--- src/hw/rtl/omr_pkg.sv ---
// Package for the optical Morse receiver: shared widths, register indexes
// and the Morse letter lookup. No dependencies.
`timescale 1ns / 1ps
`default_nettype none
package omr_pkg;

    // Configuration register indexes
    localparam logic [2:0] REG_THRESHOLD = 3'd0;
    localparam logic [2:0] REG_UNIT      = 3'd1;
    localparam logic [2:0] REG_STABLE    = 3'd2;
    localparam logic [2:0] REG_DOT_MAX   = 3'd3;
    localparam logic [2:0] REG_DASH_MAX  = 3'd4;
    localparam logic [2:0] REG_LETTER    = 3'd5;
    localparam logic [2:0] REG_WORD      = 3'd6;
    localparam logic [2:0] REG_PHRASE    = 3'd7;

    localparam int          MAX_SYMBOLS = 5;
    localparam logic [6:0]  CHAR_SPACE  = 7'd32;
    localparam logic [6:0]  CHAR_NL     = 7'd10;
    localparam logic [3:0]  RUN_MAX     = 4'd15;

    // Index = (1 << length) - 2 + pattern, bit i of pattern is symbol i (1 = dash)
    localparam logic [6:0] CODE_TABLE [0:61] = '{
        7'd69, 7'd84,
        7'd73, 7'd78, 7'd65, 7'd77,
        7'd83, 7'd68, 7'd82, 7'd71, 7'd85, 7'd75, 7'd87, 7'd79,
        7'd72, 7'd66, 7'd76, 7'd90, 7'd70, 7'd67, 7'd80, 7'd0,
        7'd86, 7'd88, 7'd0,  7'd81, 7'd0,  7'd89, 7'd74, 7'd0,
        7'd53, 7'd54, 7'd0,  7'd55, 7'd0,  7'd0,  7'd0,  7'd56,
        7'd0,  7'd0,  7'd0,  7'd0,  7'd0,  7'd0,  7'd0,  7'd57,
        7'd52, 7'd0,  7'd0,  7'd0,  7'd0,  7'd0,  7'd0,  7'd0,
        7'd51, 7'd0,  7'd0,  7'd0,  7'd50, 7'd0,  7'd49, 7'd48
    };

    // Letter for a collected pattern; zero means nothing to send
    function automatic logic [6:0] letter_of(input logic [2:0] cnt, input logic [4:0] pat);
        logic [5:0] idx;
        logic [6:0] c;
        idx = 6'((7'd1 << cnt) - 7'd2 + {2'b00, pat});
        c   = 7'd0;
        if (cnt != 3'd0 && cnt <= 3'(MAX_SYMBOLS)) begin
            c = CODE_TABLE[idx];
            if (cnt == 3'(MAX_SYMBOLS) && $countones(pat) <= 1) begin
                c = 7'd0;
            end
        end
        return c;
    endfunction

endpackage
`default_nettype wire

--- src/hw/rtl/optical_morse_receiver.sv ---
// Optical Morse receiver top level: debounce, run timing, shared unit
// divider and letter assembly. Depends on omr_pkg.
//
// Usage: one light sample word per item on the s_axis channel (tdata holds
// adc_sample, tuser holds sample_ok). Each item yields zero, one or two
// character words on m_axis (tdata holds out_char, tlast marks the last
// character of the item). Registers are to be written on the i_cfg_* port only
// while idle; the block itself does not enforce this. After a sample is taken,
// the block passes a debounce and bookkeeping step, then up to two run-to-unit
// divisions on the one shared restoring divider, each of TICK_COUNT_BITS+2
// divide steps and an evaluate step, then sends one character per cycle while
// m_axis_tready takes it, or passes straight through the output state when
// there is none. No new sample is taken until the last one is through.
// s_axis_tready is high only while the block waits for a sample.
// Reset (synchronous, active low) restores register defaults, darkness,
// empty counters and an empty letter. If the receiver stalls, the pending
// character holds on m_axis and no new sample is taken.
`timescale 1ns / 1ps
`default_nettype none
module optical_morse_receiver #(
    parameter int SAMPLE_BITS     = 12,
    parameter int TICK_COUNT_BITS = 16
) (
    input  wire logic                  i_clk,
    input  wire logic                  i_rst_n,
    input  wire logic                  i_cfg_we,
    input  wire logic [2:0]            i_cfg_addr,
    input  wire logic [11:0]           i_cfg_wdata,
    input  wire logic                  s_axis_tvalid,
    output      logic                  s_axis_tready,
    input  wire logic [((SAMPLE_BITS+7)/8)*8-1:0] s_axis_tdata, // adc_sample
    input  wire logic                  s_axis_tuser,                // sample_ok
    output      logic                  m_axis_tvalid,
    input  wire logic                  m_axis_tready,
    output      logic [7:0]            m_axis_tdata,  // out_char
    output      logic                  m_axis_tlast   // last_of_run
);

    localparam int TB  = TICK_COUNT_BITS;
    localparam int UW  = TB + 2;           // dividend and quotient width
    localparam int CW  = $clog2(UW + 1);
    localparam logic [TB-1:0] TICK_MAX = '1;

    typedef enum logic [2:0] {S_IDLE, S_DEB, S_DIV, S_EVAL, S_OUT} t_state;
    typedef enum logic [1:0] {OP_OFF_LIGHT, OP_ON, OP_PHRASE} t_op;

    t_state r_state, n_state;
    t_op    r_op, n_op;

    logic [11:0] r_thr;
    logic [7:0]  r_unit;
    logic [3:0]  r_stable;
    logic [5:0]  r_dot, r_dash, r_letter, r_word, r_phrase;

    logic [SAMPLE_BITS-1:0] r_sample;
    logic                   r_ok;
    logic       r_light, n_light, r_prev, n_prev, r_pdone, n_pdone;
    logic [3:0] r_above, n_above, r_below, n_below;
    logic [TB-1:0] r_on, n_on, r_off, n_off;
    logic [4:0] r_pat, n_pat;
    logic [2:0] r_scnt, n_scnt;

    logic [UW-1:0] r_dq, n_dq;
    logic [8:0]    r_rem, n_rem, r_dv, n_dv;
    logic [CW-1:0] r_bits, n_bits;

    logic [6:0] r_c0, n_c0, r_c1, n_c1, c;
    logic [1:0] r_ec, n_ec;
    logic       r_idx, n_idx;

    logic [7:0]    u;
    logic [9:0]    sh;
    logic [UW-1:0] q;
    logic          is_dash;

    assign u = (r_unit == 8'd0) ? 8'd1 : r_unit;
    assign q = r_dq;

    assign s_axis_tready = (r_state == S_IDLE);
    assign m_axis_tvalid = (r_state == S_OUT) && (r_ec != 2'd0);
    assign m_axis_tdata  = {1'b0, r_idx ? r_c1 : r_c0};
    assign m_axis_tlast  = (2'(r_idx) + 2'd1 == r_ec);

    // Sequencer: debounce, run timing, divider steps and letter handling
    always_comb begin
        n_state = r_state;  n_op = r_op;
        n_light = r_light;  n_prev = r_prev;  n_pdone = r_pdone;
        n_above = r_above;  n_below = r_below;
        n_on = r_on;  n_off = r_off;  n_pat = r_pat;  n_scnt = r_scnt;
        n_dq = r_dq;  n_rem = r_rem;  n_dv = r_dv;  n_bits = r_bits;
        n_c0 = r_c0;  n_c1 = r_c1;  n_ec = r_ec;  n_idx = r_idx;
        sh = '0;  c = '0;  is_dash = 1'b0;
        case (r_state)
            S_IDLE: begin
                if (s_axis_tvalid) begin
                    n_state = S_DEB;
                    n_ec    = 2'd0;
                    n_idx   = 1'b0;
                end
            end
            S_DEB: begin
                if (r_ok) begin
                    if (r_sample > SAMPLE_BITS'(r_thr)) begin
                        if (r_above < omr_pkg::RUN_MAX) n_above = r_above + 4'd1;
                        n_below = 4'd0;
                        if (!r_light && n_above >= r_stable) n_light = 1'b1;
                    end else begin
                        if (r_below < omr_pkg::RUN_MAX) n_below = r_below + 4'd1;
                        n_above = 4'd0;
                        if (r_light && n_below >= r_stable) n_light = 1'b0;
                    end
                end
                n_prev  = n_light;
                n_dv    = {u, 1'b0};
                n_rem   = '0;
                n_bits  = CW'(UW);
                n_state = S_OUT;
                if (n_light) begin
                    if (r_on != TICK_MAX) n_on = r_on + 1'b1;
                    if (!r_prev && r_off != '0) begin
                        n_dq    = {1'b0, r_off, 1'b0} + UW'(u);
                        n_op    = OP_OFF_LIGHT;
                        n_state = S_DIV;
                    end
                end else begin
                    if (r_off != TICK_MAX) n_off = r_off + 1'b1;
                    if (r_prev && r_on != '0) begin
                        n_dq    = {1'b0, r_on, 1'b0} + UW'(u);
                        n_op    = OP_ON;
                        n_state = S_DIV;
                    end else if (!r_pdone) begin
                        n_dq    = {1'b0, n_off, 1'b0} + UW'(u);
                        n_op    = OP_PHRASE;
                        n_state = S_DIV;
                    end
                end
            end
            S_DIV: begin
                // One restoring divide step per cycle
                sh = {r_rem, r_dq[UW-1]};
                if (sh >= {1'b0, r_dv}) begin
                    n_rem = 9'(sh - {1'b0, r_dv});
                    n_dq  = {r_dq[UW-2:0], 1'b1};
                end else begin
                    n_rem = sh[8:0];
                    n_dq  = {r_dq[UW-2:0], 1'b0};
                end
                n_bits = r_bits - 1'b1;
                if (r_bits == CW'(1)) n_state = S_EVAL;
            end
            S_EVAL: begin
                n_state = S_OUT;
                if (r_op == OP_ON) begin
                    n_on = '0;
                    if (q != '0) begin
                        if (q > UW'(r_dash)) begin
                            c = omr_pkg::letter_of(r_scnt, r_pat);
                            n_scnt = '0;  n_pat = '0;
                        end else begin
                            is_dash = (q > UW'(r_dot));
                            if (r_scnt >= 3'(omr_pkg::MAX_SYMBOLS)) begin
                                c = omr_pkg::letter_of(r_scnt, r_pat);
                                n_scnt = '0;  n_pat = '0;
                            end
                            n_pat  = n_pat | (5'(is_dash) << n_scnt);
                            n_scnt = n_scnt + 3'd1;
                        end
                    end
                    if (c != '0) begin
                        n_c0 = c;  n_ec = 2'd1;
                    end
                    // Go on to the phrase check on the updated gap count
                    if (!r_pdone) begin
                        n_dq    = {1'b0, r_off, 1'b0} + UW'(u);
                        n_rem   = '0;
                        n_bits  = CW'(UW);
                        n_op    = OP_PHRASE;
                        n_state = S_DIV;
                    end
                end else begin
                    if (r_op == OP_OFF_LIGHT || q >= UW'(r_phrase)) begin
                        if (q != '0 && (q >= UW'(r_phrase) || q >= UW'(r_word)
                                        || q >= UW'(r_letter))) begin
                            c = omr_pkg::letter_of(r_scnt, r_pat);
                            n_scnt = '0;  n_pat = '0;
                            if (c != '0) begin
                                if (n_ec == 2'd0) begin
                                    n_c0 = c;  n_ec = 2'd1;
                                end else if (n_ec == 2'd1) begin
                                    n_c1 = c;  n_ec = 2'd2;
                                end
                            end
                            if (q >= UW'(r_phrase) || q >= UW'(r_word)) begin
                                c = (q >= UW'(r_phrase)) ? omr_pkg::CHAR_NL
                                                         : omr_pkg::CHAR_SPACE;
                                if (n_ec == 2'd0) begin
                                    n_c0 = c;  n_ec = 2'd1;
                                end else if (n_ec == 2'd1) begin
                                    n_c1 = c;  n_ec = 2'd2;
                                end
                            end
                        end
                        n_off   = '0;
                        n_pdone = (r_op == OP_PHRASE);
                    end
                end
            end
            S_OUT: begin
                if (r_ec == 2'd0) begin
                    n_state = S_IDLE;
                end else if (m_axis_tready) begin
                    if (2'(r_idx) + 2'd1 == r_ec) n_state = S_IDLE;
                    else n_idx = 1'b1;
                end
            end
            default: n_state = S_IDLE;
        endcase
    end

    // Hold state, registers and the captured sample word
    always_ff @(posedge i_clk) begin
        if (!i_rst_n) begin
            r_state <= S_IDLE;  r_op <= OP_ON;
            r_thr <= 12'd20;  r_unit <= 8'd9;  r_stable <= 4'd2;  r_dot <= 6'd2;
            r_dash <= 6'd5;  r_letter <= 6'd3;  r_word <= 6'd7;  r_phrase <= 6'd9;
            r_light <= 1'b0;  r_prev <= 1'b0;  r_pdone <= 1'b0;
            r_above <= '0;  r_below <= '0;  r_on <= '0;  r_off <= '0;
            r_pat <= '0;  r_scnt <= '0;  r_ec <= '0;  r_idx <= 1'b0;
            r_bits <= '0;
        end else begin
            r_state <= n_state;  r_op <= n_op;
            r_light <= n_light;  r_prev <= n_prev;  r_pdone <= n_pdone;
            r_above <= n_above;  r_below <= n_below;  r_on <= n_on;  r_off <= n_off;
            r_pat <= n_pat;  r_scnt <= n_scnt;  r_ec <= n_ec;  r_idx <= n_idx;
            r_bits <= n_bits;
            if (i_cfg_we) begin
                case (i_cfg_addr)
                    omr_pkg::REG_THRESHOLD: r_thr    <= i_cfg_wdata;
                    omr_pkg::REG_UNIT:      r_unit   <= i_cfg_wdata[7:0];
                    omr_pkg::REG_STABLE:    r_stable <= i_cfg_wdata[3:0];
                    omr_pkg::REG_DOT_MAX:   r_dot    <= i_cfg_wdata[5:0];
                    omr_pkg::REG_DASH_MAX:  r_dash   <= i_cfg_wdata[5:0];
                    omr_pkg::REG_LETTER:    r_letter <= i_cfg_wdata[5:0];
                    omr_pkg::REG_WORD:      r_word   <= i_cfg_wdata[5:0];
                    omr_pkg::REG_PHRASE:    r_phrase <= i_cfg_wdata[5:0];
                    default: ;
                endcase
            end
        end
        r_dq <= n_dq;  r_rem <= n_rem;  r_dv <= n_dv;
        r_c0 <= n_c0;  r_c1 <= n_c1;
        if (s_axis_tready && s_axis_tvalid) begin
            r_sample <= s_axis_tdata[SAMPLE_BITS-1:0];
            r_ok     <= s_axis_tuser;
        end
    end

endmodule
`default_nettype wire

--- config.mk ---
export PLATFORM = sky130hd
export DESIGN_NAME = optical_morse_receiver
export DESIGN_NICKNAME = d
export VERILOG_FILES = /design/src/hw/rtl/omr_pkg.sv /design/src/hw/rtl/optical_morse_receiver.sv
export SDC_FILE = /design/constraint.sdc
export NUM_CORES = 1
export LEC_CHECK = 0
export BUFFER_PORTS_ARGS = -buffer_cell sky130_fd_sc_hd__buf_2
export CAP_MARGIN = 30
export CORE_UTILIZATION = 45
export CTS_BUF_LIST = sky130_fd_sc_hd__clkbuf_2
export DETAILED_ROUTE_END_ITERATION = 6
export PLACE_DENSITY_LB_ADDON = 0.12
export SLEW_MARGIN = 30
export SYNTH_ARGS = -nofsm -noshare
export SYNTH_HDL_FRONTEND = slang
export SYNTH_SLANG_ARGS = --single-unit
--- constraint.sdc ---
create_clock -name i_clk -period 10.6 [get_ports i_clk]
set_input_delay 2.12 -clock i_clk [delete_from_list [all_inputs] [get_ports i_clk]]
set_output_delay 2.12 -clock i_clk [all_outputs]
set_load 0.1 [all_outputs]
==> summary.txt <==
Run status
  • Status: completed

STA
  • Fin Setup TNS: 0 ns
  • Final Skew: 0.04402 ns
  • # setup viols final: 0
  • Worst slew pin tran: 0.8834 ns
  • RSZ-0062 raised after global routing: no
  • Final Cycle Share: 54.91%
  • Post-layout minimum cycle time: 5.820 ns
  • Final Max Slew Viols: 0
  • Rel. slew slack: 41.11%
  • Fin. Hold Viols: 0
  • Final worst slack: 4.780 ns
  • Fmax: 0.1718 GHz

Power and ir drop
  • VDD IR-drop max: 0.1019 mV
  • Static leakage: 5.109 nW
  • PwrDens: 107.9 nW/um^2
  • Tot Pwr: 1.404 mW

Synthesis
  • Sequential share of the synthesized area: 34.03%
  • Synth area leaders: dfxtp_1 (19%), edfxtp_1 (15%), ha_1 (11%), nand2_1 (5.5%), a21oi_1 (4.4%)
  • Post-Syn Nets: 1618
  • Commonest cells post-synth: nand2_1 (180), dfxtp_1 (117), inv_1 (109), nor2_1 (109), a21oi_1 (108)
  • Synth Flop Type: dfxtp_1
  • Cell count after synthesis: 1472
  • Synth top area share: 18.96%
  • Seq cells post-synth: 179
  • Cell Area, Synth: 12350 sq um
  • Yosys cell types: 83
  • Synth area leader: dfxtp_1
  • Yosys warns: 0
  • Most frequent cell after synthesis: nand2_1
  • Synthesized area per cell: 8.392 sq um
  • Synth async-reset ratio: 0%
  • Number of synthesized flops with an enable pin: 62

Clock network
  • Max clock buf depth: 2
  • Setup Fix Bufs, Post-CTS: 0
  • CTS tree: yes
  • Clk root buf: clkbuf_2
  • Hold-fix buffers, CTS: 0
  • Clock-pin slew on the worst setup and hold paths: 0.31 ns
  • CTS buffer count: 17
  • Clk sink count: 179
  • Clk_lat worst skew: 0.80 ns
  • # resized after CTS: 0
  • H-tree levels: 4

Setup path
  • Crit path DAT: 6.36 ns
  • CP Max Fanout: 19
  • Reg2reg setup slack: 4.78 ns
  • Worst r2r path cells: 18
  • CP required: 11.14 ns
  • Worst R2R Start: r_scnt[0]
  • Crit Path Category: register to register
  • Crit. End Element: register
  • Reg-to-reg endpoint: r_c1[1]
  • Crit start category: register

Global routing
  • Total Routing Usage GR: 23.19%
  • Vias in the first global route: 9806
  • Largest net degree at the start of global routing: 41
  • Total congestion overflow: 0
  • Initial antenna violation count: 1
  • First-pass GRT wire length: 52.08 mm

Detailed routing
  • Pre-antenna DRT Iters: 7
  • Routed Antenna Nets: 0
  • Avg WL per Cell: 17.40 um
  • Number of DRC markers in iteration 0: 688
  • Final WL: 31.68 mm
  • Vias: 10482
  • Via-per-instance ratio: 5.756
  • Number of remaining DRC errors: 0

Placement
  • GPL Wtd Cong: 0.8562
  • Port Buffers: 42
  • Dpl cells: 1788
  • Hpwl dp: 23.02 mm
  • Post-Place Setup Slack: 4.845 ns

Die
  • # IOs: 48
  • Die ar.: 28120 sq um
  • Die height: 167.7 um
  • Core box area: 26950 sq um
  • Die W: 167.7 um
  • Starting Density: 45.84%
  • Cell Rows: 60

Worst hold path
  • Worst hold start: r_dash[5]
  • Hold Path End: r_dash[5]
  • Worst hold path class: register to register
  • Worst Hold Depth: 2

Layout
  • Final nets: 1612
  • Final Util: 48.28%
  • Fill cell count: 2645
  • Finished Layout Cells: 1821
  • Share of layout cells above drive strength 1: 8.857%
  • Layout area overhead: 5.327%

Run
  • Max-Cap Viols: 0
==> power by group <==
group | switching [mW] | internal, mW
clock network | 0.274 | 0.120
registers | 0.0275 | 0.748
logic | 0.153 | 0.0822
total | 0.455 | 0.950
==> final cells by class <==
| class | count | area, sq um | share of cell area [%] |
|---|---|---|---|
| Antenna cell | 1 | 2.502 | 0.01923 |
| Clock inverter | 14 | 171.4 | 1.317 |
| Multi-Input combinational cell | 1105 | 7411 | 56.96 |
| Sequential cell | 179 | 4204 | 32.31 |
| Timing Repair Buffer | 53 | 292.8 | 2.250 |
| Tap cell | 341 | 426.7 | 3.279 |
| Clock buffer | 18 | 90.09 | 0.6924 |
| Inverter | 110 | 412.9 | 3.173 |
==> layer usage <==
layer / wire, um / track usage, % / vias up
li1: - / - / 5291
met1: 15670 / 33.32 / 4905
met2: 14150 / 36.54 / 262
met3: 1490 / 3.545 / 24
met4: 371 / 5.066 / 0
met5: 0 / 0 / -
==> critical path, stage by stage (launching register included) <==
cell	delay, ns
dfxtp_1	0.56
inv_1	0.13
nor2_1	0.23
nand2_1	0.10
ha_1	0.28
inv_1	0.04
ha_1	0.22
fa_1	0.97
inv_1	0.29
mux2i_1	0.21
o22ai_1	0.10
a21oi_1	0.21
a221oi_2	0.12
or3_1	0.52
or3_1	0.43
nand2_1	0.11
ha_1	0.17
nor3b_1	0.70
o21ai_0	0.20
==> state kept, by name, indices dropped and copies added, names as in the netlist, 8 cells and up <==
register	flops
r_unit	8
r_sample	12
r_thr	12
r_off	16
q	18
r_dv	8
r_on	16
r_rem	9
==> cells by family after synthesis <==
logic type	share of synthesized area [%]
xor+xnor	3.748
mux	4.953
buf+inv	6.097
other cells	0.03036
simple gates	20.57
compound gates	19.13
flops	34.03
fa+ha+maj	11.44
==> how the worst max path moves through the flow <==
| stage | cells past startpoint | to | start | slack [ns] |
|---|---|---|---|---|
| final | 18 | r_c1[1] | r_scnt[0] | 4.78 |
| after global placement | 18 | r_c1[1] | r_scnt[0] | 4.89 |
| after floorplan | 3 | m_axis_tlast | r_idx | 5.58 |
| after CTS | 18 | r_c1[1] | r_scnt[0] | 4.81 |
| after global routing | 19 | r_c1[5] | r_scnt[0] | 4.25 |
| after detailed placement | 18 | r_c1[1] | r_scnt[0] | 4.84 |
==> cells in the final DEF (no fill, tap or decap), types with 39 or more instances in the layout <==
cell type,count
a21oi_1,108
buf_2,42
dfxtp_1,117
edfxtp_1,62
ha_1,104
inv_1,108
mux2i_1,42
nand2_1,180
nand3_1,52
nor2_1,108
nor3_1,39
o21ai_0,62
==> through the flow <==
stage          instance area, sq um  hold WS, ns
6_report                      13010       0.4755
5_1_grt                       13010       0.4914
4_1_cts                       13010       0.4740
3_5_place_dp                  12750       0.4472
3_3_place_gp                  12740       0.4414
2_1_floorplan                 12350       0.4363
Power figures use the tool's default switching activity.
